## src/design/sha256_pkg.sv

```systemverilog
// Shared constants and round functions for the SHA-256 byte-stream hasher.
package sha256_pkg;

  localparam int WordWidth = 32;
  localparam int BlockWords = 16;
  localparam int HashWords = 8;
  localparam int Rounds = 64;
  localparam int CountWidth = 61;

  localparam logic [7:0] PadByte = 8'h80;

  function automatic logic [31:0] round_const(input logic [5:0] t);
    logic [31:0] k;
    case (t)
      6'd0: k = 32'h428a2f98;  6'd1: k = 32'h71374491;  6'd2: k = 32'hb5c0fbcf;
      6'd3: k = 32'he9b5dba5;  6'd4: k = 32'h3956c25b;  6'd5: k = 32'h59f111f1;
      6'd6: k = 32'h923f82a4;  6'd7: k = 32'hab1c5ed5;  6'd8: k = 32'hd807aa98;
      6'd9: k = 32'h12835b01;  6'd10: k = 32'h243185be; 6'd11: k = 32'h550c7dc3;
      6'd12: k = 32'h72be5d74; 6'd13: k = 32'h80deb1fe; 6'd14: k = 32'h9bdc06a7;
      6'd15: k = 32'hc19bf174; 6'd16: k = 32'he49b69c1; 6'd17: k = 32'hefbe4786;
      6'd18: k = 32'h0fc19dc6; 6'd19: k = 32'h240ca1cc; 6'd20: k = 32'h2de92c6f;
      6'd21: k = 32'h4a7484aa; 6'd22: k = 32'h5cb0a9dc; 6'd23: k = 32'h76f988da;
      6'd24: k = 32'h983e5152; 6'd25: k = 32'ha831c66d; 6'd26: k = 32'hb00327c8;
      6'd27: k = 32'hbf597fc7; 6'd28: k = 32'hc6e00bf3; 6'd29: k = 32'hd5a79147;
      6'd30: k = 32'h06ca6351; 6'd31: k = 32'h14292967; 6'd32: k = 32'h27b70a85;
      6'd33: k = 32'h2e1b2138; 6'd34: k = 32'h4d2c6dfc; 6'd35: k = 32'h53380d13;
      6'd36: k = 32'h650a7354; 6'd37: k = 32'h766a0abb; 6'd38: k = 32'h81c2c92e;
      6'd39: k = 32'h92722c85; 6'd40: k = 32'ha2bfe8a1; 6'd41: k = 32'ha81a664b;
      6'd42: k = 32'hc24b8b70; 6'd43: k = 32'hc76c51a3; 6'd44: k = 32'hd192e819;
      6'd45: k = 32'hd6990624; 6'd46: k = 32'hf40e3585; 6'd47: k = 32'h106aa070;
      6'd48: k = 32'h19a4c116; 6'd49: k = 32'h1e376c08; 6'd50: k = 32'h2748774c;
      6'd51: k = 32'h34b0bcb5; 6'd52: k = 32'h391c0cb3; 6'd53: k = 32'h4ed8aa4a;
      6'd54: k = 32'h5b9cca4f; 6'd55: k = 32'h682e6ff3; 6'd56: k = 32'h748f82ee;
      6'd57: k = 32'h78a5636f; 6'd58: k = 32'h84c87814; 6'd59: k = 32'h8cc70208;
      6'd60: k = 32'h90befffa; 6'd61: k = 32'ha4506ceb; 6'd62: k = 32'hbef9a3f7;
      default: k = 32'hc67178f2;
    endcase
    return k;
  endfunction

  function automatic logic [31:0] init_hash(input logic [2:0] i);
    logic [31:0] h;
    case (i)
      3'd0: h = 32'h6a09e667; 3'd1: h = 32'hbb67ae85;
      3'd2: h = 32'h3c6ef372; 3'd3: h = 32'ha54ff53a;
      3'd4: h = 32'h510e527f; 3'd5: h = 32'h9b05688c;
      3'd6: h = 32'h1f83d9ab; default: h = 32'h5be0cd19;
    endcase
    return h;
  endfunction

  function automatic logic [31:0] ror(input logic [31:0] x, input int n);
    return (x >> n) | (x << (32 - n));
  endfunction

  // Status record with busy and done flags
  typedef struct packed {
    logic busy;
    logic done;
  } sha_core_stat_t;

endpackage

```

## src/design/sha_ram.sv

```systemverilog
// Generic single-port-write, single-read RAM with registered read data.
module sha_ram #(
  parameter int Width = 32,
  parameter int Depth = 16
) (
  input  logic                     clk,
  input  logic                     wr_en,
  input  logic [$clog2(Depth)-1:0] wr_addr,
  input  logic [Width-1:0]         wr_data,
  input  logic [$clog2(Depth)-1:0] rd_addr,
  output logic [Width-1:0]         rd_data
);

  logic [Width-1:0] mem [Depth];

  // Write one entry, register the read
  always_ff @(posedge clk) begin
    if (wr_en) begin
      mem[wr_addr] <= wr_data;
    end
    rd_data <= mem[rd_addr];
  end

endmodule

```

## src/design/sha_core.sv

```systemverilog
// SHA-256 round datapath: schedule window and round registers, one round per cycle while round_en is high.
module sha_core (
  input  logic        clk,
  input  logic        load_en,
  input  logic [31:0] load_word,
  input  logic        h_wr,
  input  logic [2:0]  h_idx,
  input  logic [31:0] h_word,
  input  logic        round_en,
  input  logic [5:0]  t,
  input  logic [2:0]  rd_idx,
  output logic [31:0] r_word
);
  import sha256_pkg::*;

  logic [31:0] w [BlockWords];
  logic [31:0] r [HashWords];
  logic [31:0] w_new, s1, ch, t1, s0, maj, w15, w2;

  // Next schedule word from the window and the round terms
  always_comb begin
    w15 = w[1];
    w2 = w[14];
    w_new = w[0] + (ror(w15, 7) ^ ror(w15, 18) ^ (w15 >> 3)) + w[9]
            + (ror(w2, 17) ^ ror(w2, 19) ^ (w2 >> 10));
    s1 = ror(r[4], 6) ^ ror(r[4], 11) ^ ror(r[4], 25);
    ch = (r[4] & r[5]) ^ (~r[4] & r[6]);
    t1 = r[7] + s1 + ch + round_const(t) + w[0];
    s0 = ror(r[0], 2) ^ ror(r[0], 13) ^ ror(r[0], 22);
    maj = (r[0] & r[1]) ^ (r[0] & r[2]) ^ (r[1] & r[2]);
  end

  // Shift the window: load block words in order, or extend it during rounds
  always_ff @(posedge clk) begin
    if (load_en || round_en) begin
      for (int i = 0; i < BlockWords - 1; i++) begin
        w[i] <= w[i+1];
      end
      w[BlockWords-1] <= load_en ? load_word : w_new;
    end
  end

  // Load the chaining words, or advance one round
  always_ff @(posedge clk) begin
    if (h_wr) begin
      r[h_idx] <= h_word;
    end else if (round_en) begin
      for (int i = 1; i < HashWords; i++) begin
        r[i] <= r[i-1];
      end
      r[4] <= r[3] + t1;
      r[0] <= t1 + s0 + maj;
    end
  end

  assign r_word = r[rd_idx];

endmodule

```

## src/design/sha256_byte_stream_hasher.sv

```systemverilog
// Top level of the SHA-256 byte-stream hasher.
//
// Channel | Handshake             | Fields
// input   | in_valid / in_stall   | data_byte, byte_present, end_of_message
// output  | out_valid / out_stall | digest_word, word_index, last_word
//
// A byte that does not fill the block is taken without a stall. The 64th byte of a block
// holds in_stall high while the block and chaining words are loaded, the 64 rounds run and
// the round registers are folded into the chaining-word RAM.
// An end item adds one padding byte per cycle up to the block end and hashes each padded
// block; the digest items follow, then a reload of the initial hash.
// Synchronous reset runs the same reload; in_stall stays high until it ends.
// out_stall holds the current digest item until taken.
module sha256_byte_stream_hasher (
  input  logic        clk,
  input  logic        rst,
  input  logic        in_valid,
  output logic        in_stall,
  input  logic [7:0]  data_byte,
  input  logic        byte_present,
  input  logic        end_of_message,
  output logic        out_valid,
  input  logic        out_stall,
  output logic [31:0] digest_word,
  output logic [2:0]  word_index,
  output logic        last_word
);
  import sha256_pkg::*;

  typedef enum logic [6:0] {
    S_INIT  = 7'b0000001,
    S_IDLE  = 7'b0000010,
    S_PAD   = 7'b0000100,
    S_LOAD  = 7'b0001000,
    S_ROUND = 7'b0010000,
    S_UPD   = 7'b0100000,
    S_OUT   = 7'b1000000
  } state_t;

  state_t state;
  logic [5:0]  step;
  logic [5:0]  step_prev;
  logic [5:0]  fill;
  logic [CountWidth-1:0] count;
  logic [23:0] acc;
  logic        ending;
  logic        padding;
  logic        tail_zero;
  logic        final_blk;
  logic [2:0]  out_idx;
  logic        rd_ok;

  logic        in_acc;
  logic [63:0] bits;
  logic        mark_now;
  logic        tail_z_now;
  logic [7:0]  pad_byte;
  logic [7:0]  byte_val;
  logic        byte_we;
  logic        msg_we;
  logic [31:0] msg_rd;
  logic        hash_we;
  logic [2:0]  hash_waddr;
  logic [2:0]  hash_raddr;
  logic [31:0] hash_wdata;
  logic [31:0] hash_rd;
  logic        load_en;
  logic        h_wr;
  logic        round_en;
  logic [31:0] r_word;

  assign in_acc = in_valid && !in_stall;
  assign in_stall = (state != S_IDLE);
  assign bits = {count, 3'b000};
  assign step_prev = step - 6'd1;

  // Padding byte: the marker, then zeros, then the bit length in the last eight bytes
  always_comb begin
    mark_now = !padding;
    tail_z_now = tail_zero || (mark_now && fill >= 6'd56);
    if (mark_now) begin
      pad_byte = PadByte;
    end else if (tail_zero || fill < 6'd56) begin
      pad_byte = '0;
    end else begin
      pad_byte = bits[8*(7 - int'(fill[2:0])) +: 8];
    end
  end

  // Pack bytes big-endian; write a word once its fourth byte arrives
  assign byte_we = (state == S_PAD) || (in_acc && byte_present);
  assign byte_val = (state == S_PAD) ? pad_byte : data_byte;
  assign msg_we = byte_we && (fill[1:0] == 2'd3);

  sha_ram #(.Width(32), .Depth(BlockWords)) u_msg_ram (
    .clk     (clk),
    .wr_en   (msg_we),
    .wr_addr (fill[5:2]),
    .wr_data ({acc, byte_val}),
    .rd_addr (step[3:0]),
    .rd_data (msg_rd)
  );

  // Chaining words: initial values on reload, sums after each block
  always_comb begin
    hash_we = 1'b0;
    hash_waddr = step[2:0];
    hash_wdata = init_hash(step[2:0]);
    if (state == S_INIT) begin
      hash_we = 1'b1;
    end else if (state == S_UPD && step != 6'd0) begin
      hash_we = 1'b1;
      hash_waddr = step_prev[2:0];
      hash_wdata = hash_rd + r_word;
    end
  end

  assign hash_raddr = (state == S_OUT) ? out_idx : step[2:0];

  sha_ram #(.Width(32), .Depth(HashWords)) u_hash_ram (
    .clk     (clk),
    .wr_en   (hash_we),
    .wr_addr (hash_waddr),
    .wr_data (hash_wdata),
    .rd_addr (hash_raddr),
    .rd_data (hash_rd)
  );

  assign load_en = (state == S_LOAD) && (step != 6'd0);
  assign h_wr = load_en && (step <= 6'(HashWords));
  assign round_en = (state == S_ROUND);

  sha_core u_core (
    .clk       (clk),
    .load_en   (load_en),
    .load_word (msg_rd),
    .h_wr      (h_wr),
    .h_idx     (step_prev[2:0]),
    .h_word    (hash_rd),
    .round_en  (round_en),
    .t         (step),
    .rd_idx    (step_prev[2:0]),
    .r_word    (r_word)
  );

  always_ff @(posedge clk) begin
    if (rst) begin
      state <= S_INIT;
      step <= '0;
      fill <= '0;
      count <= '0;
      acc <= '0;
      ending <= 1'b0;
      padding <= 1'b0;
      tail_zero <= 1'b0;
      final_blk <= 1'b0;
      out_idx <= '0;
      rd_ok <= 1'b0;
      out_valid <= 1'b0;
      digest_word <= '0;
      word_index <= '0;
      last_word <= 1'b0;
    end else begin
      // Advance the byte position
      if (byte_we) begin
        acc <= {acc[15:0], byte_val};
        fill <= fill + 6'd1;
      end
      case (state)
        S_INIT: begin
          if (step == 6'(HashWords - 1)) begin
            state <= S_IDLE;
            step <= '0;
          end else begin
            step <= step + 6'd1;
          end
        end
        S_IDLE: begin
          if (in_acc) begin
            if (byte_present) begin
              count <= count + 1'b1;
            end
            ending <= end_of_message;
            if (byte_present && fill == 6'd63) begin
              state <= S_LOAD;
            end else if (end_of_message) begin
              state <= S_PAD;
            end
          end
        end
        S_PAD: begin
          padding <= 1'b1;
          if (tail_z_now) begin
            tail_zero <= 1'b1;
          end
          if (fill == 6'd63) begin
            final_blk <= !tail_z_now;
            state <= S_LOAD;
          end
        end
        S_LOAD: begin
          if (step == 6'(BlockWords)) begin
            state <= S_ROUND;
            step <= '0;
          end else begin
            step <= step + 6'd1;
          end
        end
        S_ROUND: begin
          if (step == 6'(Rounds - 1)) begin
            state <= S_UPD;
            step <= '0;
          end else begin
            step <= step + 6'd1;
          end
        end
        S_UPD: begin
          if (step == 6'(HashWords)) begin
            step <= '0;
            if (!ending) begin
              state <= S_IDLE;
            end else if (final_blk) begin
              state <= S_OUT;
            end else begin
              state <= S_PAD;
              tail_zero <= 1'b0;
            end
          end else begin
            step <= step + 6'd1;
          end
        end
        S_OUT: begin
          // Read one digest word, present it, hold it until taken
          if (!out_valid) begin
            if (rd_ok) begin
              out_valid <= 1'b1;
              digest_word <= hash_rd;
              word_index <= out_idx;
              last_word <= (out_idx == 3'(HashWords - 1));
            end else begin
              rd_ok <= 1'b1;
            end
          end else if (!out_stall) begin
            out_valid <= 1'b0;
            rd_ok <= 1'b0;
            if (last_word) begin
              state <= S_INIT;
              count <= '0;
              ending <= 1'b0;
              padding <= 1'b0;
              tail_zero <= 1'b0;
              final_blk <= 1'b0;
              out_idx <= '0;
            end else begin
              out_idx <= out_idx + 3'd1;
            end
          end
        end
        default: begin
          state <= S_INIT;
          step <= '0;
        end
      endcase
    end
  end

endmodule

```

## config.mk

```make
export PLATFORM = sky130hd
export DESIGN_NAME = sha256_byte_stream_hasher
export DESIGN_NICKNAME = d
export VERILOG_FILES = /design/src/design/sha256_pkg.sv /design/src/design/sha_ram.sv /design/src/design/sha_core.sv /design/src/design/sha256_byte_stream_hasher.sv
export SDC_FILE = /design/constraint.sdc
export NUM_CORES = 2
export LEC_CHECK = 0
export ABC_AREA = 1
export BUFFER_PORTS_ARGS = -buffer_cell sky130_fd_sc_hd__buf_4
export CORE_MARGIN = 2
export CORE_UTILIZATION = 45
export CTS_CLUSTER_SIZE = 40
export DETAILED_ROUTE_END_ITERATION = 10
export PLACE_DENSITY_LB_ADDON = 0.1
export RECOVER_POWER = 25
export SYNTH_ARGS = -nofsm -noshare
export SYNTH_HDL_FRONTEND = slang
export SYNTH_SLANG_ARGS = --single-unit
```

## constraint.sdc

```tcl
create_clock -name clk -period 14.44 [get_ports clk]
set_input_delay 1.444 -clock clk [delete_from_list [all_inputs] [get_ports clk]]
set_output_delay 1.444 -clock clk [all_outputs]
set_load 0.1 [all_outputs]
```

==> out/results.tsv <==
metric	value	unit
status	complete, no violations	
worst hold path class	flip-flop to flip-flop	
DRT antenna net count	0	
peak supply drop	0.000191	V
hpwl dp	204000	um
Residual DRC	0	
Worst path slowest cell	edfxtp_1	
core area	192000	um2
H-Tree Depth	4	
CTS buffer count	191	
Seq/Total Area, Yosys	0.589	
post-synthesis instance area	86600	um2
Final Hold Violating Endpoints	0	
Avg WL per Cell	27.0	um
syn_area_per_cell	10.5	um2
detailed-route via count	63000	
first-pass GRT wire length	424000	um
Setup-failing EPs final	0	
Startpoint Class	flip-flop	
drt initial violations	7526	
max-slew violations	0	
Initial Util	0.452	
First-pass DRT Iterations	6	
post-route cell area	96300	um2
largest net degree at the start of global routing	180	
initial antenna violation count	22	
Worst-Margin Slew	1400	ps
std cell rows	161	
Die Wd	443	um
fmax	0.133	GHz
via count of the first global-routing pass	59600	
power per cell area	249	nW/um2
worst stage delay on the critical path	650	ps
die area	196000	um2
TNS Setup	0	ps
Clk Latency, worst-skew pair	860	ps
Pleak	36.7	nW
Post-Synthesis Cells	8230	
synth warn	0	
Max Cap Viol	0	
Clock transition at path regs	60	ps
clk_skew	59.9	ps
quantity of hold-fixing buffers added after cts	0	
crit end category	flip-flop	
Final nets	8623	
Port Buf Inserts	51	
clock buffer depth	3	
Max transition margin	0.0549	
root buf cell	clkbuf_16	
CP max FO	8	
layout cell share with drive strength beyond 1	0.0651	
GRT Total Usage	0.296	
syn_nets	8614	
dominant synthesized flop cell	edfxtp_1	
Post-synth EDFFs	1536	
DP Worst Slack	7130	ps
highest-count cells in the layout ignoring fill and taps	1,536 x edfxtp_1, 1,212 x nand2_1, 1,050 x inv_1	
Period minus WS final	7540	ps
CP required	15040	ps
RePlAce Congestion	1.01	
ys async rst share	0	
Resize count post-CTS	0	
Final Util	0.502	
cell taking the most area after synthesis	edfxtp_1	
gr ovfl total	0	
via/cell ratio	5.76	
ranking of synthesized cells by area	edfxtp_1 53%, dfxtp_1 5.7%, nand2_1 5.3%	
dpl cell area	89900	um2
CTS tree	built	
I/O pin cnt	52	
worst setup margin	6900	ps
Design Power	23.9	mW
top-area cell type share of the netlist area	0.533	
Die Ht	443	um
buffer count from post-CTS setup fixing	0	
WP data arrival	8140	ps
Post-Route WL	295000	um
RSZ-0062 raised after global routing	no	
commonest non-fill, non-tap cell in the layout	edfxtp_1	
post-route clock period utilization	0.522	
synthesis-stage register bit count	1781	
kind of critical path	flip-flop to flip-flop	
layout overhead on the synthesized area	11.2	%
# clock sinks	1781	
post-synthesis cell type count	56	
==> routing by layer <==
| layer | part of all wire | up-vias | wire length [um] | GRT usage |
|---|---|---|---|---|
| li1 | - | 28500 | - | - |
| met1 | 0.44 | 31100 | 131000 | 0.438 |
| met2 | 0.43 | 2821 | 128000 | 0.437 |
| met3 | 0.086 | 532 | 25400 | 0.0569 |
| met4 | 0.036 | 16 | 10600 | 0.0971 |
| met5 | 0.00036 | - | 105 | 0 |
==> where the power goes <==
part           switching (mW)  leakage, nW  internal (mW)
Sequential              0.271         15.5           6.13
Combinational            8.88         18.1           3.69
Clock                    2.12         3.11           2.86
==> synthesized netlist by cell type, drive strengths merged (2+ instances only) <==
cell type,number
edfxtp,1536
nand2,1228
inv,1069
nor2,742
o21ai,681
nand3,480
a21oi,364
dfxtp,245
clkbuf,243
fa,188
xor2,185
ha,182
o22ai,159
xnor2,156
a221oi,129
nor3,92
o21bai,89
a31oi,81
buf,80
nand4,67
a32o,37
or4,30
o21a,25
a21o,23
or2,23
o211ai,17
nand3b,14
a21boi,11
nor4,11
o2111ai,7
o221a,5
o221ai,5
a22oi,4
o31ai,4
a211oi,3
and2,3
nor3b,3
and3,2
clkinv,2
==> cell families after synthesis <==
logic type / count (synthesis) / share of synthesized area
AO/OA/AOI/OAI: 1648 / 0.113
XOR/XNOR: 341 / 0.0345
adder cells (fa/ha/maj): 370 / 0.0698
buffers and inverters: 1394 / 0.0618
flip-flops: 1781 / 0.589
multiplexers: 1 / 0.000130
AND/OR/NAND/NOR: 2695 / 0.132
==> stage by stage <==
stage | cells | hold slack [ps]
floorplan | 8230 | 400
global placement | 10600 | 401
detailed placement | 10600 | 405
CTS | 10900 | 385
global route | 10900 | 390
finish | 10900 | 392
==> final timing paths <==
kind,startpoint,to,slack [ps],cells past startpoint
setup / recovery,u_core.r[4][15],u_core.r[0][31],6900,27
hold / removal,u_core.w[2][7],u_core.w[1][39],390,0
setup reg to reg,u_core.r[4][15],u_core.r[0][31],6900,27
hold reg to reg,u_core.w[2][7],u_core.w[1][39],390,0
==> worst max-delay path, delay by kind of cell, from the launching register on <==
| kind | cells | cell delay [ps] |
|---|---|---|
| adders and majority gates | 6 | 2640 |
| DFF | 1 | 650 |
| and+or+nand+nor | 7 | 800 |
| buffers and inverters | 4 | 450 |
| xor gates and xnor gates | 1 | 290 |
| AOI/OAI and AO/OA | 9 | 2450 |
==> sequential cells by signal (all words and copies together), names as in the netlist, named ones only <==
name	flops
count	61
u_core.r	256
state	7
u_msg_ram.mem	512
ending	1
u_msg_ram.rd_data	32
u_core.w	512
rd_ok	1
out_idx	3
padding	1
last_word	1
final_blk	1
acc	24
tail_zero	1
u_hash_ram.rd_data	32
u_hash_ram.mem	256
fill	6
digest_word	32
word_index	3
step	6
out_valid	1
==> layout make-up <==
cell class,instances,area [um2]
Multi-Input combinational cell,5055,30600
Fill cell,17400,95500
Sequential cell,1781,51000
Clock buffer,256,5240
Timing Repair Buffer,139,1080
Tap cell,2526,3160
Clock inverter,100,1190
Inverter,1071,4030
Antenna cell,8,20.0
Note: power is estimated with default switching activity, not from simulation.
